[config.mk]
export PLATFORM = sky130hd
export DESIGN_NAME = sspf_sqrt
export DESIGN_NICKNAME = d
export VERILOG_FILES = /design/src/rtl/core/soft_sphere_pair_force_top_macros.svh /design/src/rtl/core/sspf_pkg.sv /design/src/rtl/core/sspf_sqrt.sv
export SDC_FILE = /design/constraint.sdc
export NUM_CORES = 2
export LEC_CHECK = 0
export BUFFER_PORTS_ARGS = -buffer_cell sky130_fd_sc_hd__buf_4
export CELL_PAD_IN_SITES_DETAIL_PLACEMENT = 1
export CELL_PAD_IN_SITES_GLOBAL_PLACEMENT = 2
export CORE_MARGIN = 8
export CORE_UTILIZATION = 48
export CTS_CLUSTER_DIAMETER = 200
export CTS_CLUSTER_SIZE = 24
export DETAILED_ROUTE_END_ITERATION = 7
export HOLD_SLACK_MARGIN = 0.05
export PLACE_DENSITY = 0.76
export SYNTH_ARGS = -nofsm -noshare
export SYNTH_HDL_FRONTEND = slang
export SYNTH_SLANG_ARGS = --single-unit
[constraint.sdc]
create_clock -name clock -period 3.6 [get_ports clock]
set_input_delay 0.36 -clock clock [delete_from_list [all_inputs] [get_ports clock]]
set_output_delay 0.36 -clock clock [all_outputs]
set_load 0.01 [all_outputs]
[src/rtl/core/soft_sphere_pair_force_top_macros.svh]
// Assertion shorthands shared by the pair force block.
`ifndef SOFT_SPHERE_PAIR_FORCE_TOP_MACROS_SVH
`define SOFT_SPHERE_PAIR_FORCE_TOP_MACROS_SVH

// Antecedent implies consequent in the same cycle.
`define SSPF_ASSERT_IMP(label, clk, rst, ante, cons) \
   label: assert property (@(posedge clk) disable iff (rst) (ante) |-> (cons)) \
      else $error("sspf implication check failed");

// Condition must never be seen.
`define SSPF_ASSERT_NEVER(label, clk, rst, cond) \
   label: assert property (@(posedge clk) disable iff (rst) !(cond)) \
      else $error("sspf forbidden condition seen");

`endif

[src/rtl/core/sspf_pkg.sv]
package sspf_pkg;

   localparam int FRAC_BITS = 16;
   localparam int POS_W     = 24;
   localparam int RAD_W     = 18;
   localparam int SUMR_W    = RAD_W + 1;
   localparam int DELTA_W   = POS_W + 1;
   localparam int SQ_W      = 2 * DELTA_W;
   localparam int D2_W      = 2 * SUMR_W;
   localparam int ROOT_W    = SUMR_W;
   localparam int NUM_W     = SUMR_W + FRAC_BITS;
   localparam int FORCE_W   = 20;
   localparam int AMT_W     = POS_W;
   localparam int ADDR_W    = 3;
   localparam int DATA_W    = 32;

   localparam logic [AMT_W-1:0] AMT_MAX = {AMT_W{1'b1}};

   // Register indexes on paddr[2]
   localparam logic REG_BOX_LENGTH = 1'b0;
   localparam logic REG_NBR_RAD_SQ = 1'b1;

   localparam logic [POS_W-1:0] BOX_LENGTH_RST = 24'd4194304;
   localparam logic [POS_W-1:0] NBR_RAD_SQ_RST = 24'd409600;

   // Flags and magnitudes that ride alongside the distance math
   typedef struct packed {
      logic              nb;
      logic              ovl;
      logic              zero;
      logic              pos_x;
      logic              pos_y;
      logic [SUMR_W-1:0] mag_x;
      logic [SUMR_W-1:0] mag_y;
      logic [SUMR_W-1:0] sum_r;
   } sspf_side_type;

endpackage

[src/rtl/core/sspf_sqrt.sv]
module sspf_sqrt (
   input  logic                        clock,
   input  logic                        reset,
   input  logic                        advance,
   input  logic                        in_valid,
   input  logic [sspf_pkg::D2_W-1:0]   in_d2,
   input  sspf_pkg::sspf_side_type     in_side,
   output logic                        out_valid,
   output logic [sspf_pkg::ROOT_W-1:0] out_root,
   output sspf_pkg::sspf_side_type     out_side
);
   import sspf_pkg::*;

   localparam int STEPS = ROOT_W;
   localparam int REM_W = ROOT_W + 3;

   logic [STEPS-1:0]  valid_ff;
   logic [D2_W-1:0]   rad_ff  [STEPS];
   logic [REM_W-1:0]  rem_ff  [STEPS];
   logic [ROOT_W-1:0] root_ff [STEPS];
   sspf_side_type     side_ff [STEPS];

   // One root bit per stage
   for (genvar s = 0; s < STEPS; s++) begin : g_step
      logic [D2_W-1:0]   rad_prev;
      logic [REM_W-1:0]  rem_prev, cur, trial;
      logic [ROOT_W-1:0] root_prev;
      logic              v_prev, take;
      sspf_side_type     side_prev;

      if (s == 0) begin : g_head
         assign rad_prev  = in_d2;
         assign rem_prev  = '0;
         assign root_prev = '0;
         assign v_prev    = in_valid;
         assign side_prev = in_side;
      end else begin : g_body
         assign rad_prev  = rad_ff[s-1];
         assign rem_prev  = rem_ff[s-1];
         assign root_prev = root_ff[s-1];
         assign v_prev    = valid_ff[s-1];
         assign side_prev = side_ff[s-1];
      end

      assign cur   = {rem_prev[REM_W-3:0], rad_prev[D2_W-1 -: 2]};
      assign trial = {1'b0, root_prev, 2'b01};
      assign take  = cur >= trial;

      always_ff @(posedge clock) begin
         if (reset)
            valid_ff[s] <= 1'b0;
         else if (advance)
            valid_ff[s] <= v_prev;
      end

      always_ff @(posedge clock) begin
         if (advance) begin
            rad_ff[s]  <= {rad_prev[D2_W-3:0], 2'b00};
            rem_ff[s]  <= take ? cur - trial : cur;
            root_ff[s] <= {root_prev[ROOT_W-2:0], take};
            side_ff[s] <= side_prev;
         end
      end
   end

   assign out_valid = valid_ff[STEPS-1];
   assign out_root  = root_ff[STEPS-1];
   assign out_side  = side_ff[STEPS-1];

endmodule

==> impl_metrics.tcl <==
set metrics [dict create \
    max_slew_margin_pct 42.51 \
    synthTopCellsByCount "edfxtp_1 (2,047), inv_1 (265), nor2_1 (220), ha_1 (210), a21oi_1 (184)" \
    fin_nets 5081 \
    antenna_cells 0 \
    p_leak_nw 30.56 \
    synth_top_family_by_area "simple AND/OR/NAND/NOR gates" \
    grt.overflow.total 0 \
    critPathRequiredTime_ns 4.11 \
    worst_pin_slew_ns 0.8624 \
    place_congestion 0.8204 \
    rows 146 \
    skew_ns 0.05285 \
    p_int_w 0.03600 \
    cp_max_fo 21 \
    grt_antenna_before_repair 0 \
    hold_viol 0 \
    netSwitchingPower_w 0.01084 \
    grt_pass1_vias 37620 \
    cts-buffers-inserted 96 \
    synth_cell_types 96 \
    synth_area_leader_cell "edfxtp_1" \
    grt_max_degree 117 \
    synth_area_leaders "edfxtp_1 (80%), ha_1 (3.4%), xnor2_1 (1.8%), inv_1 (1.3%), a21oi_1 (1.2%)" \
    cp-start-kind "flop" \
    die_x_um 415.2 \
    ir_worst_vdd_mv 0.4272 \
    cts_max_level 3 \
    cts.path.max_buffers 3 \
    r2r_start "root_ff[15][11]" \
    cts.repair.resized 0 \
    min-delay-start "advance" \
    drive_above_1_share_pct 10.28 \
    fin_cells 6860 \
    start_util_pct 48.30 \
    postCtsSetupBuffers 0 \
    cts_tree "yes" \
    die_height_um 415.2 \
    maxCapViolations 0 \
    cts.sinks 2066 \
    end_kind "flop" \
    fin_crit_ns 3.294 \
    yosys_register_bits 2066 \
    p_clk_share_pct 25.3 \
    dp_hpwl_um 89850 \
    netlist_area_mm2 0.07649 \
    pin_count 186 \
    ys.flop_type "edfxtp_1" \
    outcome "finished, final reports clean" \
    synthAdderAreaFrac_pct 3.435 \
    synthMuxAreaShare_pct 0.9651 \
    synth_area_per_cell_um2 17.74 \
    hold_depth 1 \
    yosys.area_share.simple_pct 5.210 \
    vias 35320 \
    critPathKind "flop to flop" \
    postSynthCellCount 4312 \
    seq_power_share_pct 63.5 \
    yosysMostFrequentCell "edfxtp_1" \
    worstReg2RegEnd "rem_ff[16][9]" \
    async_flop_share_pct 0 \
    fin_setup_tns_ns 0 \
    synth_edf_count 2047 \
    reg2regPathDepth 9 \
    post-route-period-util_pct 91.51 \
    ctsRootBufferMaster "clkbuf_16" \
    grtUsageTotal_pct 14.85 \
    area_delta_synth_final_pct 11.42 \
    synth-xor-area-share_pct 2.931 \
    cp_data_arrival_time_ns 3.80 \
    rsz0062_at_grt "no" \
    drt-pass1-iter-count 5 \
    timing.fmax_mhz 303.6 \
    cp-startpoint "root_ff[15][11]" \
    yosysWarnings 0 \
    dp.cells 6637 \
    whs_ns 0.1586 \
    grt_pass1_wl_um 206800 \
    path_clk_slew_ns 0.10 \
    drt_iter0_drc 2120 \
    clock_latency_ns 0.75 \
    whs_endpoint "side_ff[0][20]" \
    ff2ff_setup_slack_ns 0.31 \
    combPwrFrac_pct 11.2 \
    dpl_cell_area_mm2 0.08152 \
    port_buffers 185 \
    synthesis.nets 4626 \
    synth_top_area_share_pct 80.36 \
    coreArea_mm2 0.1584 \
    swShare_pct 23.15 \
    slew_violations 0 \
    ant_nets 0 \
    fin_area_mm2 0.08523 \
    die-area_mm2 0.1724 \
    synth-seq-area-share_pct 80.86 \
    finalSetupViolCount 0 \
    power.density_mw_per_mm2 549.6 \
    drc 0 \
    synth_compound_area_share_pct 5.010 \
    routed_wl_um 130400 \
    min_path_type "input port to flop" \
    post_drt_wl_per_cell_um 19.01 \
    post_drt_via_cell_ratio 5.148 \
]
-- registers in the layout, summed over array words and instances (netlist names) --
name,flops
out_valid,1
rad_ff,342
side_ff,1178
g_step.v_prev,18
rem_ff,337
root_ff,190
-- cell usage in the layout, fill, tap and decap left out, types with 96 or more instances in the layout --
cell type      synthesis  layout
buf_4                  1     268
inv_1                265     265
nand2_1              177     177
clkbuf_16              0      96
ha_1                 210     210
xor2_1               103     103
a21oi_1              184     183
o21ai_0              140     140
edfxtp_1            2047    2047
xnor2_1              153     153
dlygate4sd3_1          0     104
nor2_1               220     220
-- what timing repair did --
item | 4_1_cts | 5_1_grt
hold endpoints to repair | 120 | 0
hold buffers | 104 | 0
endpoints found under the setup margin | 0 | 0
-- cells by family after synthesis --
logic type,Yosys count
flops,2066
simple gates,796
compound gates,604
buf+inv,311
xor+xnor,256
fa+ha+maj,210
mux,68
other cells,1
-- worst max-delay path, stage by stage, from the launching register on --
cell and delay, ns:
edfxtp_1 0.44, inv_1 0.07, ha_1 0.37, nand2_1 0.21
nor4_1 0.68, a31oi_1 0.23, and3_1 0.23, a21oi_2 0.16
buf_4 0.27, mux2_2 0.38
-- layout make-up --
type / count / area, um2
Timing Repair Buffer: 403 / 3681
Inverter: 265 / 994.7
Clock buffer: 111 / 2459
Tap cell: 2072 / 2592
Sequential cell: 2066 / 61850
Multi-Input combinational cell: 1935 / 13450
Clock inverter: 8 / 205.2
Fill cell: 14440 / 73150
-- per-layer routing --
metal | up-vias | track usage (%) | routed length, um
li1 | 17200 | - | -
met2 | 344 | 26.89 | 67290
met5 | - | 0 | 0
met1 | 17620 | 19.00 | 56960
met3 | 144 | 2.071 | 3816
met4 | 0 | 3.446 | 2358
-- power groups by stage --
stage	sequential, W	combinational, W	clock [W]
floorplan	0.0299	0.00339	0
global placement	0.0302	0.00508	0
detailed placement	0.0303	0.00520	0
CTS	0.0298	0.00532	0.0124
global route	0.0300	0.00587	0.0130
finish	0.0297	0.00526	0.0118
-- worst max path at each step --
stage	slack (ns)	cells after the start	end
2_1_floorplan	0.88	8	rem_ff[17][10]
3_3_place_gp	0.34	9	rem_ff[10][19]
3_5_place_dp	0.27	9	rem_ff[10][19]
4_1_cts	0.20	9	rem_ff[10][19]
5_1_grt	0.02	9	rem_ff[10][17]
6_report	0.31	9	rem_ff[16][9]
-- stage by stage --
step | util [%] | setup slack [ns] | total power (W)
3_3_place_gp | 51.47 | 0.3403 | 0.03528
2_1_floorplan | - | 0.8850 | 0.03326
5_1_grt | 53.81 | 0.02472 | 0.04885
6_report | 53.81 | 0.3058 | 0.04684
4_1_cts | 53.81 | 0.2035 | 0.04755
3_5_place_dp | 51.47 | 0.2673 | 0.03555
Note: power is estimated with default switching activity, not from simulation.
