### config.mk
export PLATFORM = sky130hd
export DESIGN_NAME = sspf_geom
export DESIGN_NICKNAME = d
export VERILOG_FILES = /design/src/rtl/core/soft_sphere_pair_force_top_macros.svh /design/src/rtl/core/sspf_pkg.sv /design/src/rtl/core/sspf_geom.sv
export SDC_FILE = /design/constraint.sdc
export NUM_CORES = 2
export LEC_CHECK = 0
export ABC_AREA = 1
export BUFFER_PORTS_ARGS = -buffer_cell sky130_fd_sc_hd__buf_4
export CAP_MARGIN = 30
export CORE_ASPECT_RATIO = 2
export CORE_MARGIN = 5
export CORE_UTILIZATION = 30
export CTS_CLUSTER_DIAMETER = 150
export CTS_CLUSTER_SIZE = 12
export DETAILED_ROUTE_END_ITERATION = 7
export SLEW_MARGIN = 25
export SYNTH_ARGS = -nofsm -noshare
export SYNTH_HDL_FRONTEND = slang
export SYNTH_SLANG_ARGS = --single-unit
### constraint.sdc
create_clock -name clock -period 8.16 [get_ports clock]
set_clock_uncertainty 0.2 [all_clocks]
set_input_delay 1.224 -clock clock [delete_from_list [all_inputs] [get_ports clock]]
set_output_delay 1.224 -clock clock [all_outputs]
set_load 0.01 [all_outputs]
### src/rtl/core/soft_sphere_pair_force_top_macros.svh
// Assertion shorthands shared by the pair force block.
`ifndef SOFT_SPHERE_PAIR_FORCE_TOP_MACROS_SVH
`define SOFT_SPHERE_PAIR_FORCE_TOP_MACROS_SVH

// Antecedent implies consequent in the same cycle.
`define SSPF_ASSERT_IMP(label, clk, rst, ante, cons) \
   label: assert property (@(posedge clk) disable iff (rst) (ante) |-> (cons)) \
      else $error("sspf implication check failed");

// Condition must never be seen.
`define SSPF_ASSERT_NEVER(label, clk, rst, cond) \
   label: assert property (@(posedge clk) disable iff (rst) !(cond)) \
      else $error("sspf forbidden condition seen");

`endif

### src/rtl/core/sspf_pkg.sv
package sspf_pkg;

   localparam int FRAC_BITS = 16;
   localparam int POS_W     = 24;
   localparam int RAD_W     = 18;
   localparam int SUMR_W    = RAD_W + 1;
   localparam int DELTA_W   = POS_W + 1;
   localparam int SQ_W      = 2 * DELTA_W;
   localparam int D2_W      = 2 * SUMR_W;
   localparam int ROOT_W    = SUMR_W;
   localparam int NUM_W     = SUMR_W + FRAC_BITS;
   localparam int FORCE_W   = 20;
   localparam int AMT_W     = POS_W;
   localparam int ADDR_W    = 3;
   localparam int DATA_W    = 32;

   localparam logic [AMT_W-1:0] AMT_MAX = {AMT_W{1'b1}};

   // Register indexes on paddr[2]
   localparam logic REG_BOX_LENGTH = 1'b0;
   localparam logic REG_NBR_RAD_SQ = 1'b1;

   localparam logic [POS_W-1:0] BOX_LENGTH_RST = 24'd4194304;
   localparam logic [POS_W-1:0] NBR_RAD_SQ_RST = 24'd409600;

   // Flags and magnitudes that ride alongside the distance math
   typedef struct packed {
      logic              nb;
      logic              ovl;
      logic              zero;
      logic              pos_x;
      logic              pos_y;
      logic [SUMR_W-1:0] mag_x;
      logic [SUMR_W-1:0] mag_y;
      logic [SUMR_W-1:0] sum_r;
   } sspf_side_type;

endpackage

### src/rtl/core/sspf_geom.sv
module sspf_geom (
   input  logic                          clock,
   input  logic                          reset,
   input  logic                          advance,
   input  logic                          in_valid,
   input  logic signed [sspf_pkg::POS_W-1:0] x_first,
   input  logic signed [sspf_pkg::POS_W-1:0] y_first,
   input  logic signed [sspf_pkg::POS_W-1:0] x_second,
   input  logic signed [sspf_pkg::POS_W-1:0] y_second,
   input  logic [sspf_pkg::RAD_W-1:0]    radius_first,
   input  logic [sspf_pkg::RAD_W-1:0]    radius_second,
   input  logic [sspf_pkg::POS_W-1:0]    box_length,
   input  logic [sspf_pkg::POS_W-1:0]    neighbor_radius_sq,
   output logic                          out_valid,
   output logic [sspf_pkg::D2_W-1:0]     out_d2,
   output sspf_pkg::sspf_side_type       out_side
);
   import sspf_pkg::*;

   logic [3:0] valid_ff;

   logic signed [DELTA_W-1:0] dlx_ff, dly_ff;
   logic [SUMR_W-1:0]         sr1_ff, sr2_ff, sr3_ff;
   logic signed [DELTA_W-1:0] dx_ff, dy_ff, dx_in, dy_in;
   logic [SQ_W-1:0]           sqx_ff, sqy_ff;
   logic [D2_W-1:0]           srsq_ff;
   logic                      posx_ff, posy_ff;
   logic [SUMR_W-1:0]         magx_ff, magy_ff;
   logic [DELTA_W-1:0]        ax, ay;
   logic [SQ_W:0]             d2_full;
   logic [D2_W-1:0]           d2_ff;
   sspf_side_type             side_ff, side_in;

   // Wrap one component by the box, one correction at most
   function automatic logic signed [DELTA_W-1:0] wrap(
      input logic signed [DELTA_W-1:0] d, input logic [POS_W-1:0] len);
      logic signed [DELTA_W+1:0] two, l2, res;
      two = {d[DELTA_W-1], d, 1'b0};
      l2  = signed'({3'b000, len});
      res = {{2{d[DELTA_W-1]}}, d};
      if (two < -l2)
         res = res + l2;
      else if (two >= l2)
         res = res - l2;
      return res[DELTA_W-1:0];
   endfunction

   assign dx_in = wrap(dlx_ff, box_length);
   assign dy_in = wrap(dly_ff, box_length);
   assign ax    = dx_ff[DELTA_W-1] ? DELTA_W'(-dx_ff) : DELTA_W'(dx_ff);
   assign ay    = dy_ff[DELTA_W-1] ? DELTA_W'(-dy_ff) : DELTA_W'(dy_ff);
   assign d2_full = {1'b0, sqx_ff} + {1'b0, sqy_ff};

   // Classify the pair on the summed squares
   always_comb begin
      side_in       = '0;
      side_in.nb    = d2_full < {{(SQ_W+1-POS_W-FRAC_BITS){1'b0}}, neighbor_radius_sq,
                                 {FRAC_BITS{1'b0}}};
      side_in.ovl   = side_in.nb && (d2_full < {{(SQ_W+1-D2_W){1'b0}}, srsq_ff});
      side_in.zero  = d2_full == '0;
      side_in.pos_x = posx_ff;
      side_in.pos_y = posy_ff;
      side_in.mag_x = magx_ff;
      side_in.mag_y = magy_ff;
      side_in.sum_r = sr3_ff;
   end

   // Valid bits
   always_ff @(posedge clock) begin
      if (reset)
         valid_ff <= '0;
      else if (advance)
         valid_ff <= {valid_ff[2:0], in_valid};
   end

   // Advance the payload stages
   always_ff @(posedge clock) begin
      if (advance) begin
         dlx_ff  <= DELTA_W'(x_second) - DELTA_W'(x_first);
         dly_ff  <= DELTA_W'(y_second) - DELTA_W'(y_first);
         sr1_ff  <= SUMR_W'(radius_first) + SUMR_W'(radius_second);
         dx_ff   <= dx_in;
         dy_ff   <= dy_in;
         sr2_ff  <= sr1_ff;
         sqx_ff  <= ax * ax;
         sqy_ff  <= ay * ay;
         srsq_ff <= sr2_ff * sr2_ff;
         posx_ff <= !dx_ff[DELTA_W-1] && (dx_ff != '0);
         posy_ff <= !dy_ff[DELTA_W-1] && (dy_ff != '0);
         magx_ff <= ax[SUMR_W-1:0];
         magy_ff <= ay[SUMR_W-1:0];
         sr3_ff  <= sr2_ff;
         d2_ff   <= d2_full[D2_W-1:0];
         side_ff <= side_in;
      end
   end

   assign out_valid = valid_ff[3];
   assign out_d2    = d2_ff;
   assign out_side  = side_ff;

endmodule

==> impl_metrics.sql <==
INSERT INTO impl_metrics (metric_group, metric, value, unit) VALUES
('place', 'io_buffer_count', '284', ''),
('yosys', 'top_area_cell_type_share_of_the_netlist_area', '30.73', '%'),
('yosys', 'netlist_instances', '9312', ''),
('yosys', 'simple_gate_portion_of_the_synthesized_area', '14.79', '%'),
('run_status', 'run_status', 'finished with violations', ''),
('critical_path', 'timing_worst_setup_path_type', 'reg2reg', ''),
('yosys', 'synthMostInstantiatedCell', 'sky130_fd_sc_hd__inv_1', ''),
('drt', 'postRouteAntennaNets', '0', ''),
('grt', 'largest_net_degree_at_the_start_of_global_routing', '138', ''),
('grt', 'overflow', '0', ''),
('critical_path', 'critPathArrivalTime', '8.42', 'ns'),
('die', 'chipWidth', '369.6', 'µm'),
('grt', 'grt_pass1_vias', '70392', ''),
('critical_path', 'crit_path_start_kind', 'register', ''),
('yosys', 'synth.lib_cells_used.distinct', '62', ''),
('yosys', 'synth-seq-area-share', '16.71', '%'),
('timing', 'finalMaxSlewViolations', '0', ''),
('min_path', 'hold_path.class', 'reg2reg', ''),
('yosys', 'post_synth.cell_area_avg', '8.333', 'µm²'),
('finish', 'register_area', '12960', 'µm²'),
('clocking', 'cts_made_buffers', '44', ''),
('drt', 'detailedRoute.firstIterationViolations', '3236', ''),
('finish', 'final_layout_size_suffix_gt1_share', '16.40', '%'),
('timing', 'slew_headroom', '25.19', '%'),
('yosys', 'synth_edf_count', '429', ''),
('yosys', 'postSynthRegisterBits', '433', ''),
('timing', 'clock_period_minus_worst_slack', '8.195', 'ns'),
('critical_path', 'slowest_delay', '0.60', 'ns'),
('critical_path', 'critical_path.max_fanout', '4', ''),
('clocking', 'htree_num_levels', '2', ''),
('yosys', 'synth_xor_xnor_area_share', '3.815', '%'),
('critical_path', 'end_kind', 'register', ''),
('drt', 'route.detailed.drc', '0', ''),
('run_status', 'failed_checks', 'negative setup slack', ''),
('timing', 'unrepaired_setup_endpoints_after_global_routing', 'yes', ''),
('timing', 'max_freq', '0.1220', 'GHz'),
('drt', 'drt_first_pass_iters', '6', ''),
('die', 'placementRows', '264', ''),
('die', 'io_pins', '285', ''),
('finish', 'multi_input_area', '57130', 'µm²'),
('flow_run', 'cap_violations', '0', ''),
('yosys', 'adder_cell_fraction_of_synth_area', '44.48', '%'),
('grt', 'grt_antenna_before_repair', '15', ''),
('yosys', 'synth.cells.most_frequent', '2,498 x sky130_fd_sc_hd__inv_1, 1,621 x sky130_fd_sc_hd__nand2_1, 1,191 x sky130_fd_sc_hd__fa_1, 853 x sky130_fd_sc_hd__ha_1, 746 x sky130_fd_sc_hd__nor2_1', ''),
('drt', 'routed_wl', '278.8', 'mm'),
('finish', 'syn_to_final_growth', '20.86', '%'),
('critical_path', 'path_common_cell', 'sky130_fd_sc_hd__fa_1', ''),
('yosys', 'synthMuxAreaShare', '0', '%'),
('finish', 'layoutNonFillerInstCount', '13744', ''),
('clocking', 'worstSkewPairLatency', '0.72', 'ns'),
('clocking', 'cts.hold.buffers_added', '0', ''),
('timing', 'finalSetupViolations', '3', ''),
('drt', 'avg_vias_per_cell', '4.734', ''),
('timing', 'worst_slack', '-0.03452', 'ns'),
('die', 'dieHeight', '729.2', 'µm'),
('drt', 'drt-wirelength-per-cell', '20.29', 'µm'),
('yosys', 'synth_top_family_by_area', 'adder cells', ''),
('clocking', 'clk_pin_slew_worst_paths', '0.07', 'ns'),
('clocking', 'tritoncts_clock_tree', 'done', ''),
('yosys', 'synth_area_leaders', 'sky130_fd_sc_hd__fa_1 31%, sky130_fd_sc_hd__edfxtp_1 17%, sky130_fd_sc_hd__ha_1 14%, sky130_fd_sc_hd__inv_1 12%, sky130_fd_sc_hd__nand2_1 7.8%', ''),
('die', 'initial_core_util', '30.08', '%'),
('place', 'numPlacedInstances', '13605', ''),
('grt', 'grt_util_all_layers', '20.41', '%'),
('clocking', 'clockRootBuffer', 'sky130_fd_sc_hd__clkbuf_16', ''),
('finish', 'layout.filler_cells', '26687', ''),
('die', 'fp.dieArea', '269500', 'µm²'),
('die', 'fp.coreArea', '258000', 'µm²'),
('clocking', 'cts_max_path_buffers', '3', ''),
('critical_path', 'crit_required', '8.39', 'ns'),
('timing', 'finalHoldViolCount', '0', ''),
('yosys', 'synth_compound_gate_area_share', '7.109', '%');
==> layout by cell type, fill, tap and decap left out, types with 38 or more instances in the layout <==
master and n:
sky130_fd_sc_hd__a21oi_1 406, sky130_fd_sc_hd__a21oi_2 54, sky130_fd_sc_hd__buf_4 971, sky130_fd_sc_hd__clkbuf_16 44
sky130_fd_sc_hd__edfxtp_1 429, sky130_fd_sc_hd__fa_1 1138, sky130_fd_sc_hd__fa_2 53, sky130_fd_sc_hd__ha_1 814
sky130_fd_sc_hd__ha_4 38, sky130_fd_sc_hd__inv_1 2410, sky130_fd_sc_hd__inv_2 88, sky130_fd_sc_hd__nand2_1 1530
sky130_fd_sc_hd__nand2_2 59, sky130_fd_sc_hd__nand2_4 38, sky130_fd_sc_hd__nand3_1 199, sky130_fd_sc_hd__nand4_1 68
sky130_fd_sc_hd__nor2_1 660, sky130_fd_sc_hd__nor2_2 54, sky130_fd_sc_hd__nor2_4 42, sky130_fd_sc_hd__nor3_1 63
sky130_fd_sc_hd__o21ai_0 215, sky130_fd_sc_hd__o21ai_1 43, sky130_fd_sc_hd__xnor2_1 83, sky130_fd_sc_hd__xor2_1 241
==> cells by family after synthesis <==
kind of cell / after synthesis
flip-flops: 433
XOR/XNOR: 335
buffers and inverters: 2692
AO/OA/AOI/OAI: 984
other: 2
AND/OR/NAND/NOR: 2822
adder cells (fa/ha/maj): 2044
==> worst paths after layout <==
kind               from            to  slack (ns)  cells after the start
max            dx_ff[3]    sqx_ff[39]       -0.03                     36
min          magy_ff[6]  out_side[25]        0.22                      0
max reg2reg    dx_ff[3]    sqx_ff[39]       -0.03                     36
min reg2reg  magy_ff[6]  out_side[25]        0.22                      0
==> through the flow <==
step / area, µm² / hold WS (ns) / utilization, % / setup WS, ns / setup TNS [ns]
6_report: 93780 / 0.2176 / 36.35 / -0.03452 / -0.07844
5_1_grt: 93770 / 0.2198 / 36.35 / -0.3370 / -7.556
4_1_cts: 91580 / 0.2156 / 35.50 / -0.05912 / -0.1670
3_5_place_dp: 89070 / 0.2045 / 34.52 / -0.6172 / -10.06
3_3_place_gp: 89040 / 0.2009 / 34.51 / -0.5944 / -8.983
2_1_floorplan: 77720 / 0.2003 / - / 0.04545 / 0
==> per-layer routing <==
metal / routed length [µm] / up-vias / part of all wire (%) / global-route usage [%]
li1: - / 30186 / - / -
met1: 85070 / 31611 / 31 / 18.10
met2: 149200 / 2113 / 54 / 39.59
met3: 11250 / 1147 / 4.0 / 2.192
met4: 33270 / 2 / 12 / 18.83
met5: 10 / - / 0.0036 / 0
==> worst max-delay path, delay by kind of cell (launching register included) <==
| family | cells | cell delay (ns) |
|---|---|---|
| XOR/XNOR | 1 | 0.14 |
| AND/OR/NAND/NOR | 13 | 1.63 |
| AO/OA/AOI/OAI | 4 | 0.61 |
| adder cells (fa/ha/maj) | 8 | 3.89 |
| buffers and inverters | 10 | 0.97 |
| flip-flops | 1 | 0.45 |
==> sequential cells by signal, indices dropped and copies added (netlist names) <==
register  cells
dlx_ff       25
dly_ff       25
dx_ff        25
dy_ff        25
magx_ff      18
magy_ff      18
out_d2       38
out_side     62
posx_ff       1
posy_ff       1
sqx_ff       49
sqy_ff       49
sr1_ff       19
sr2_ff       19
sr3_ff       19
srsq_ff      36
valid_ff      4
==> layout make-up <==
class | count | share of cell area, %
clock buffer | 44 | 1.174
inverter | 2521 | 10.15
timing repair buffer | 1053 | 9.157
clock inverter | 10 | 0.1468
antenna | 4 | 0.01067
sequential | 433 | 13.82
tap | 3458 | 4.614
multi-input combinational | 6221 | 60.92
==> repair_timing <==
action	4_1_cts	5_1_grt
pin swaps	74	180
buffers inserted	33	49
cloned	1	0
gates resized for setup	266	501
endpoints found under the setup margin	51	62
Power is not shown: default switching activity piles up to over one toggle a cycle in this logic, so the estimate is an artifact.
