==> src/rtl/core/soft_sphere_pair_force_top_macros.svh <==
// Assertion shorthands shared by the pair force block.
`ifndef SOFT_SPHERE_PAIR_FORCE_TOP_MACROS_SVH
`define SOFT_SPHERE_PAIR_FORCE_TOP_MACROS_SVH

// Antecedent implies consequent in the same cycle.
`define SSPF_ASSERT_IMP(label, clk, rst, ante, cons) \
   label: assert property (@(posedge clk) disable iff (rst) (ante) |-> (cons)) \
      else $error("sspf implication check failed");

// Condition must never be seen.
`define SSPF_ASSERT_NEVER(label, clk, rst, cond) \
   label: assert property (@(posedge clk) disable iff (rst) !(cond)) \
      else $error("sspf forbidden condition seen");

`endif

==> src/rtl/core/sspf_pkg.sv <==
package sspf_pkg;

   localparam int FRAC_BITS = 16;
   localparam int POS_W     = 24;
   localparam int RAD_W     = 18;
   localparam int SUMR_W    = RAD_W + 1;
   localparam int DELTA_W   = POS_W + 1;
   localparam int SQ_W      = 2 * DELTA_W;
   localparam int D2_W      = 2 * SUMR_W;
   localparam int ROOT_W    = SUMR_W;
   localparam int NUM_W     = SUMR_W + FRAC_BITS;
   localparam int FORCE_W   = 20;
   localparam int AMT_W     = POS_W;
   localparam int ADDR_W    = 3;
   localparam int DATA_W    = 32;

   localparam logic [AMT_W-1:0] AMT_MAX = {AMT_W{1'b1}};

   // Register indexes on paddr[2]
   localparam logic REG_BOX_LENGTH = 1'b0;
   localparam logic REG_NBR_RAD_SQ = 1'b1;

   localparam logic [POS_W-1:0] BOX_LENGTH_RST = 24'd4194304;
   localparam logic [POS_W-1:0] NBR_RAD_SQ_RST = 24'd409600;

   // Flags and magnitudes that ride alongside the distance math
   typedef struct packed {
      logic              nb;
      logic              ovl;
      logic              zero;
      logic              pos_x;
      logic              pos_y;
      logic [SUMR_W-1:0] mag_x;
      logic [SUMR_W-1:0] mag_y;
      logic [SUMR_W-1:0] sum_r;
   } sspf_side_type;

endpackage

==> src/rtl/core/sspf_force.sv <==
module sspf_force (
   input  logic                             clock,
   input  logic                             reset,
   input  logic                             advance,
   input  logic                             in_valid,
   input  logic [sspf_pkg::NUM_W-1:0]       in_quo,
   input  sspf_pkg::sspf_side_type          in_side,
   output logic                             out_valid,
   output logic                             out_is_neighbor,
   output logic                             out_overlaps,
   output logic signed [sspf_pkg::FORCE_W-1:0] out_force_x,
   output logic signed [sspf_pkg::FORCE_W-1:0] out_force_y,
   output logic [sspf_pkg::AMT_W-1:0]       out_overlap_amount
);
   import sspf_pkg::*;

   localparam int LO_W  = 18;
   localparam int HI_W  = NUM_W - LO_W;
   localparam int SUM_W = NUM_W + SUMR_W + 1;
   localparam int PRD_W = SUM_W - FRAC_BITS;
   localparam logic [NUM_W-1:0] ONE = NUM_W'(1) << FRAC_BITS;
   localparam logic [PRD_W-1:0] FMAX = PRD_W'((1 << (FORCE_W-1)) - 1);
   localparam logic [PRD_W-1:0] FMIN_MAG = PRD_W'(1 << (FORCE_W-1));

   logic [2:0]           valid_ff;
   logic [NUM_W-1:0]     ov_ff;
   logic [AMT_W-1:0]     amt1_ff, amt2_ff, amt_ff;
   sspf_side_type        side1_ff, side2_ff;
   logic [LO_W+SUMR_W-1:0] plx_ff, ply_ff;
   logic [HI_W+SUMR_W-1:0] phx_ff, phy_ff;
   logic                 nb_ff, ovl_ff;
   logic signed [FORCE_W-1:0] fx_ff, fy_ff;
   logic [AMT_W-1:0]     amt_in;
   logic [NUM_W-1:0]     ov_in;
   logic                 live;

   assign ov_in = (in_quo >= ONE) ? in_quo - ONE : '0;

   // Saturated overlap amount
   always_comb begin
      if (!in_side.ovl)
         amt_in = '0;
      else if (in_side.zero || ov_in > NUM_W'(AMT_MAX))
         amt_in = AMT_MAX;
      else
         amt_in = ov_in[AMT_W-1:0];
   end

   // Recombine partial products, shift, saturate and oppose dr
   function automatic logic signed [FORCE_W-1:0] finish(
      input logic [LO_W+SUMR_W-1:0] plo, input logic [HI_W+SUMR_W-1:0] phi,
      input logic pos, input logic en);
      logic [SUM_W-1:0] sum;
      logic [PRD_W-1:0] prd;
      logic [FORCE_W-1:0] res;
      sum = SUM_W'(plo) + (SUM_W'(phi) << LO_W);
      prd = sum[SUM_W-1:FRAC_BITS];
      if (!en)
         res = '0;
      else if (pos)
         res = (prd > FMIN_MAG) ? FMIN_MAG[FORCE_W-1:0] : FORCE_W'(-prd);
      else
         res = (prd > FMAX) ? FMAX[FORCE_W-1:0] : prd[FORCE_W-1:0];
      return res;
   endfunction

   assign live = side2_ff.ovl && !side2_ff.zero;

   always_ff @(posedge clock) begin
      if (reset)
         valid_ff <= '0;
      else if (advance)
         valid_ff <= {valid_ff[1:0], in_valid};
   end

   // Advance: overlap, partial products, result register
   always_ff @(posedge clock) begin
      if (advance) begin
         ov_ff    <= ov_in;
         amt1_ff  <= amt_in;
         side1_ff <= in_side;
         plx_ff   <= ov_ff[LO_W-1:0] * side1_ff.mag_x;
         ply_ff   <= ov_ff[LO_W-1:0] * side1_ff.mag_y;
         phx_ff   <= ov_ff[NUM_W-1:LO_W] * side1_ff.mag_x;
         phy_ff   <= ov_ff[NUM_W-1:LO_W] * side1_ff.mag_y;
         amt2_ff  <= amt1_ff;
         side2_ff <= side1_ff;
         nb_ff    <= side2_ff.nb;
         ovl_ff   <= side2_ff.ovl;
         amt_ff   <= amt2_ff;
         fx_ff    <= finish(plx_ff, phx_ff, side2_ff.pos_x, live);
         fy_ff    <= finish(ply_ff, phy_ff, side2_ff.pos_y, live);
      end
   end

   assign out_valid          = valid_ff[2];
   assign out_is_neighbor    = nb_ff;
   assign out_overlaps       = ovl_ff;
   assign out_force_x        = fx_ff;
   assign out_force_y        = fy_ff;
   assign out_overlap_amount = amt_ff;

endmodule

==> config.mk <==
export PLATFORM = sky130hd
export DESIGN_NAME = sspf_force
export DESIGN_NICKNAME = d
export VERILOG_FILES = /design/src/rtl/core/soft_sphere_pair_force_top_macros.svh /design/src/rtl/core/sspf_pkg.sv /design/src/rtl/core/sspf_force.sv
export SDC_FILE = /design/constraint.sdc
export NUM_CORES = 2
export LEC_CHECK = 0
export BUFFER_PORTS_ARGS = -buffer_cell sky130_fd_sc_hd__buf_2
export CELL_PAD_IN_SITES_DETAIL_PLACEMENT = 1
export CELL_PAD_IN_SITES_GLOBAL_PLACEMENT = 1
export CORE_UTILIZATION = 47
export CTS_CLUSTER_SIZE = 40
export DETAILED_ROUTE_END_ITERATION = 8
export GPL_ROUTABILITY_DRIVEN = 0
export PLACE_DENSITY = 0.87
export SLEW_MARGIN = 20
export SYNTH_ARGS = -nofsm -noshare
export SYNTH_HDL_FRONTEND = slang
export SYNTH_SLANG_ARGS = --single-unit
export TNS_END_PERCENT = 50
==> constraint.sdc <==
create_clock -name clock -period 6.35 [get_ports clock]
set_input_delay 0.635 -clock clock [delete_from_list [all_inputs] [get_ports clock]]
set_output_delay 0.635 -clock clock [all_outputs]
set_load 0.05 [all_outputs]
==> impl_metrics.xml, run 1 <==
<?xml version="1.0" encoding="UTF-8"?>
<metrics>
  <group name="synthesis">
    <metric name="proportion_of_synthesized_chip_area_in_sequential_cells" unit="%">16.50</metric>
    <metric name="post_synth_inst_count" unit="">6052</metric>
    <metric name="syn-num-nets" unit="">7683</metric>
    <metric name="post-synth-top-area-fraction" unit="%">36.91</metric>
    <metric name="synth_simple_gate_area_share" unit="%">16.65</metric>
    <metric name="synth_xor_area_share" unit="%">2.584</metric>
    <metric name="ys_async_sr_fraction" unit="%">0</metric>
    <metric name="synth_top_flop_cell" unit="">edfxtp_1</metric>
    <metric name="ys_warn_count" unit="">0</metric>
    <metric name="post_synth_main_area_contributors" unit="">fa_1, edfxtp_1, ha_1</metric>
    <metric name="synth_compound_gate_area_share" unit="%">6.050</metric>
    <metric name="synth.cell_area" unit="sq mm">0.05695</metric>
    <metric name="yosysMostFrequentCell" unit="">inv_1</metric>
    <metric name="synth.top_cells.by_count" unit="">inv_1, fa_1, nand2_1</metric>
    <metric name="post_synthesis_area_per_instance" unit="sq um">9.410</metric>
    <metric name="ys_seq_elements" unit="">314</metric>
    <metric name="synth-adder-area-share" unit="%">47.45</metric>
    <metric name="post_synth_mux_area_share" unit="%">0.3581</metric>
    <metric name="main_combinational_cell_family_by_area_after_synthesis" unit="">adder cells</metric>
    <metric name="synth_area_leader_cell" unit="">fa_1</metric>
    <metric name="synth_cell_types" unit="">83</metric>
    <metric name="synth-edff-count" unit="">311</metric>
  </group>
  <group name="outcome">
    <metric name="stop_stage" unit="">global routing (5_1_grt)</metric>
    <metric name="error" unit="">[ERROR GRT-0232] Routing congestion too high. Check the congestion heatmap in the GUI.</metric>
    <metric name="run_status" unit="">aborted with a tool error</metric>
  </group>
  <group name="place">
    <metric name="detailed_place.area" unit="sq mm">0.06314</metric>
    <metric name="dp_cells" unit="">7981</metric>
    <metric name="buffer_ports.inserted" unit="">148</metric>
    <metric name="dp_hpwl" unit="mm">163.6</metric>
  </group>
  <group name="global_route">
    <metric name="gr-usage-all-layers" unit="%">66.25</metric>
    <metric name="largest_net_degree_at_the_start_of_global_routing" unit="">170</metric>
    <metric name="grt_overflow" unit="">12</metric>
    <metric name="initial_antenna_violation_count" unit="">48</metric>
  </group>
  <group name="floorplan">
    <metric name="core.rowCount" unit="">127</metric>
    <metric name="initial_utilization" unit="%">47.47</metric>
    <metric name="dieHeight" unit="microns">350.1</metric>
    <metric name="io-pin-count" unit="">168</metric>
    <metric name="die_width" unit="microns">350.1</metric>
  </group>
  <group name="clock_tree">
    <metric name="cts-buffers-inserted" unit="">44</metric>
    <metric name="cts.root.buffer_cell" unit="">clkbuf_16</metric>
    <metric name="cts.sinks" unit="">314</metric>
    <metric name="h_tree_level_count" unit="">2</metric>
    <metric name="clockBufferDepth" unit="">3</metric>
  </group>
  <group name="sta">
    <metric name="worst_path_end_type" unit="">sequential cell input</metric>
    <metric name="postGrtWorstEndpoint" unit="">phx_ff[35]$_DFFE_PP_/D</metric>
  </group>
</metrics>
==> routing by layer <==
layer  overflow  global-route usage (%)
met1          0                   62.91
met2          2                   78.89
met3          5                   59.86
met4          5                   61.67
met5          0                   48.35
==> kinds of logic after synthesis <==
kind of cell / Yosys count
xor gates and xnor gates: 168
and+or+nand+nor: 1929
muxes: 20
adders and majority gates: 1530
DFF: 314
buffers and inverters: 1575
AOI/OAI and AO/OA: 516
==> through the flow <==
stage	setup WS (ps)	hold slack, ps	TNS (ps)
after global placement	-440.4	400.4	-8294
after floorplan	-55.76	400.3	-63.03
after CTS	-569.2	120.9	-11100
after detailed placement	-774.2	405.2	-24270
==> repair_timing <==
action,4_1_cts
resized for setup,219
hold buffers,0
gates cloned,1
endpoints found under the hold margin,0
setup endpoints to repair,64
buffers inserted,33
pin swaps,88
==> inputs of run 2 (changes only) <==
--- a/config.mk
+++ b/config.mk
@@ -6,13 +6,10 @@
 export NUM_CORES = 2
 export LEC_CHECK = 0
 export BUFFER_PORTS_ARGS = -buffer_cell sky130_fd_sc_hd__buf_2
-export CELL_PAD_IN_SITES_DETAIL_PLACEMENT = 1
-export CELL_PAD_IN_SITES_GLOBAL_PLACEMENT = 1
-export CORE_UTILIZATION = 47
-export CTS_CLUSTER_SIZE = 40
+export CORE_UTILIZATION = 40
 export DETAILED_ROUTE_END_ITERATION = 8
 export GPL_ROUTABILITY_DRIVEN = 0
-export PLACE_DENSITY = 0.87
+export PLACE_DENSITY_LB_ADDON = 0.15
 export SLEW_MARGIN = 20
 export SYNTH_ARGS = -nofsm -noshare
 export SYNTH_HDL_FRONTEND = slang
==> constraint.sdc (replaced) <==
create_clock -name clock -period 8.3 [get_ports clock]
set_input_delay 0.83 -clock clock [delete_from_list [all_inputs] [get_ports clock]]
set_output_delay 0.83 -clock clock [all_outputs]
set_load 0.05 [all_outputs]
==> impl_metrics.xml, run 2 <==
<?xml version="1.0" encoding="UTF-8"?>
<metrics>
  <group name="cells_and_area">
    <metric name="post_route_cells_drive_above_1_share" unit="%">6.559</metric>
    <metric name="synthToLayoutAreaGrowth" unit="%">8.370</metric>
    <metric name="max_flop_register" unit="">side1_ff</metric>
    <metric name="layout_top_registers" unit="">side1_ff x43, phx_ff x36, phy_ff x36</metric>
    <metric name="largest_reg_flops" unit="">43</metric>
    <metric name="design.final.nets" unit="">7726</metric>
    <metric name="final_cell_mix" unit="">inv_1, fa_1, nand2_1</metric>
    <metric name="layout_commonest_cell" unit="">inv_1</metric>
  </group>
  <group name="worst_setup_path">
    <metric name="cp.buffers_inverters" unit="">5</metric>
    <metric name="critical_path.cell_chain" unit="">buf_4 -&gt; buf_4 -&gt; nand2_1 -&gt; fa_1 -&gt; fa_1 -&gt; fa_1 -&gt; fa_1 -&gt; inv_1 -&gt; fa_1 -&gt; inv_1 -&gt; fa_1 -&gt; inv_1 -&gt; ha_1 -&gt; a21o_1 -&gt; a21oi_1 -&gt; a21oi_1 -&gt; a21oi_1 -&gt; a2111oi_0 -&gt; a311o_1 -&gt; nand2_1 -&gt; o2111ai_1 -&gt; a31oi_1 -&gt; o21bai_1 -&gt; xnor2_1</metric>
    <metric name="cpPeakStageDelay" unit="ps">1000</metric>
    <metric name="timing.critical_path.to_type" unit="">flop</metric>
    <metric name="timing.critical_path.mode_cell" unit="">fa_1</metric>
    <metric name="critPathRequiredTime" unit="ps">8650</metric>
    <metric name="ff2ff_setup_slack" unit="ps">560</metric>
    <metric name="worstPathMaxFanout" unit="">20</metric>
    <metric name="startpoint_type" unit="">flop</metric>
    <metric name="timing.critical_path.arrival" unit="ps">8090</metric>
    <metric name="cpLargestDelayFamily" unit="">adder cells</metric>
    <metric name="worst_path_max_delay_cell" unit="">edfxtp_1</metric>
    <metric name="worst-setup-path-type" unit="">reg2reg</metric>
  </group>
  <group name="global_route">
    <metric name="grt_pass1_wl" unit="mm">241.3</metric>
    <metric name="initial_antenna_violation_count" unit="">10</metric>
    <metric name="vias_in_the_first_global_route" unit="">43317</metric>
    <metric name="largest_net_degree_at_the_start_of_global_routing" unit="">114</metric>
    <metric name="grt_overflow" unit="">0</metric>
    <metric name="gr-usage-all-layers" unit="%">21.65</metric>
  </group>
  <group name="synthesis">
    <metric name="post-synth-top-area-fraction" unit="%">36.91</metric>
    <metric name="ys_seq_elements" unit="">314</metric>
    <metric name="synth-edff-count" unit="">311</metric>
    <metric name="synth_xor_area_share" unit="%">2.584</metric>
    <metric name="synth_cell_types" unit="">83</metric>
    <metric name="synth-adder-area-share" unit="%">47.45</metric>
    <metric name="ys_warn_count" unit="">0</metric>
    <metric name="synth_area_leader_cell" unit="">fa_1</metric>
    <metric name="synth_compound_gate_area_share" unit="%">6.050</metric>
    <metric name="post_synthesis_area_per_instance" unit="sq um">9.410</metric>
    <metric name="synth.cell_area" unit="sq mm">0.05695</metric>
    <metric name="post_synth_inst_count" unit="">6052</metric>
    <metric name="ys_async_sr_fraction" unit="%">0</metric>
    <metric name="synth_top_flop_cell" unit="">edfxtp_1</metric>
    <metric name="proportion_of_synthesized_chip_area_in_sequential_cells" unit="%">16.50</metric>
    <metric name="synth.top_cells.by_count" unit="">inv_1, fa_1, nand2_1</metric>
    <metric name="yosysMostFrequentCell" unit="">inv_1</metric>
    <metric name="post_synth_main_area_contributors" unit="">fa_1, edfxtp_1, ha_1</metric>
    <metric name="synth_simple_gate_area_share" unit="%">16.65</metric>
    <metric name="syn-num-nets" unit="">7683</metric>
    <metric name="main_combinational_cell_family_by_area_after_synthesis" unit="">adder cells</metric>
    <metric name="post_synth_mux_area_share" unit="%">0.3581</metric>
  </group>
  <group name="routing">
    <metric name="vias" unit="">40708</metric>
    <metric name="detail_route.wirelength" unit="mm">149.6</metric>
    <metric name="initialDrtViolationCount" unit="">2190</metric>
    <metric name="drt-pass1-iter-count" unit="">5</metric>
    <metric name="post_drt_wl_per_cell" unit="microns">18.65</metric>
    <metric name="vias_per_cell" unit="">5.075</metric>
    <metric name="final_antenna_net_count" unit="">0</metric>
    <metric name="drc" unit="">0</metric>
  </group>
  <group name="clock_tree">
    <metric name="clk_pin_slew" unit="ps">60</metric>
    <metric name="hold_buffers" unit="">0</metric>
    <metric name="h_tree_level_count" unit="">2</metric>
    <metric name="postCtsResizedCells" unit="">0</metric>
    <metric name="clockBufferDepth" unit="">3</metric>
    <metric name="post_cts.repair.setup_buffers" unit="">0</metric>
    <metric name="cts.root.buffer_cell" unit="">clkbuf_16</metric>
    <metric name="tritoncts" unit="">built</metric>
    <metric name="cts-buffers-inserted" unit="">45</metric>
    <metric name="insertion_delay" unit="ps">650</metric>
    <metric name="cts.sinks" unit="">314</metric>
  </group>
  <group name="flow_run">
    <metric name="timing.max_cap.violations" unit="">0</metric>
  </group>
  <group name="worst_hold_path">
    <metric name="hp-class" unit="">in2reg</metric>
  </group>
  <group name="outcome">
    <metric name="run_status" unit="">finished, final reports clean</metric>
  </group>
  <group name="sta">
    <metric name="finalCriticalPeriod" unit="ps">7737</metric>
    <metric name="grt_setup_unrepaired" unit="">false</metric>
    <metric name="tightestPinTransition" unit="ps">1092</metric>
    <metric name="timing.final.max_slew_violations" unit="">0</metric>
    <metric name="finalHoldViolations" unit="">0</metric>
    <metric name="max_freq" unit="GHz">0.1293</metric>
    <metric name="final-setup-viol-count" unit="">0</metric>
    <metric name="maxSlewHeadroom" unit="%">27.20</metric>
    <metric name="tns" unit="ps">0</metric>
    <metric name="fin_skew" unit="ps">42.95</metric>
    <metric name="layout_worst_path_cycle_share" unit="%">93.22</metric>
  </group>
  <group name="floorplan">
    <metric name="initial_utilization" unit="%">40.27</metric>
    <metric name="io-pin-count" unit="">168</metric>
    <metric name="die_width" unit="microns">379.3</metric>
    <metric name="design.core.area" unit="sq mm">0.1414</metric>
    <metric name="dieHeight" unit="microns">379.3</metric>
    <metric name="core.rowCount" unit="">138</metric>
    <metric name="fp.dieArea" unit="sq mm">0.1439</metric>
  </group>
  <group name="place">
    <metric name="buffer_ports.inserted" unit="">148</metric>
    <metric name="dp_hpwl" unit="mm">119.3</metric>
  </group>
</metrics>
## run 2: cell counts after synthesis
No cell type changed its count.
## run 2: worst reg2reg max path, cell delays in order, from the launching register on
cell,delay [ps]
edfxtp_1,1000
buf_4,350
buf_4,220
nand2_1,90
fa_1,540
fa_1,480
fa_1,530
fa_1,550
inv_1,50
fa_1,490
inv_1,50
fa_1,520
inv_1,50
ha_1,350
a21o_1,130
a21oi_1,90
a21oi_1,140
a21oi_1,90
a2111oi_0,700
a311o_1,350
nand2_1,80
o2111ai_1,270
a31oi_1,130
o21bai_1,180
xnor2_1,80
## run 2: worst paths after layout
kind          startpoint      endpoint  cells past startpoint
max            ov_ff[20]    phy_ff[35]                     24
min          in_side[58]  side1_ff[58]                      1
max reg2reg    ov_ff[20]    phy_ff[35]                     24
min reg2reg  amt1_ff[16]   amt2_ff[16]                      0
## run 2: final cells by class
type	instances	area (sq um)
antenna	3	7.507
clock buffer	47	1134
clock inverter	34	334.1
fill	13893	79690
inverter	1272	4775
multi-input combinational	4163	41650
sequential	314	9399
tap	1890	2365
timing repair buffer	299	2059
## run 2: logic make-up (layout without fill, tap and decap cells)
family                     Yosys count  after routing
muxes                               20             20
xor gates and xnor gates           168            168
and+or+nand+nor                   1929           1929
buffers and inverters             1575           1652
adders and majority gates         1530           1530
AOI/OAI and AO/OA                  516            516
other                                0              3
DFF                                314            314
## run 2: metal layers
metal | up-vias | global-route usage [%] | part of all wire, %
li1 | 18707 | - | -
met2 | 874 | 35.43 | 47
met5 | - | 0 | 0.034
met4 | 8 | 4.070 | 1.7
met1 | 20979 | 29.87 | 45
met3 | 140 | 4.249 | 6.5
## run 2: through the flow
step	worst slack, ps	hold WS (ps)	area [sq um]	util (%)	std cells
floorplan	1508	400.3	56950	-	6052
global placement	680.2	400.9	60240	42.60	7938
detailed placement	597.0	404.5	60240	42.60	7938
CTS	552.9	298.3	61710	43.64	8019
global route	205.0	314.9	61710	43.64	8020
finish	563.1	360.6	61720	43.64	8022
Power of run 2 is left out: the tool's default activity adds up to more than one toggle a clock period on the data nets, which glitch-free logic cannot reach.
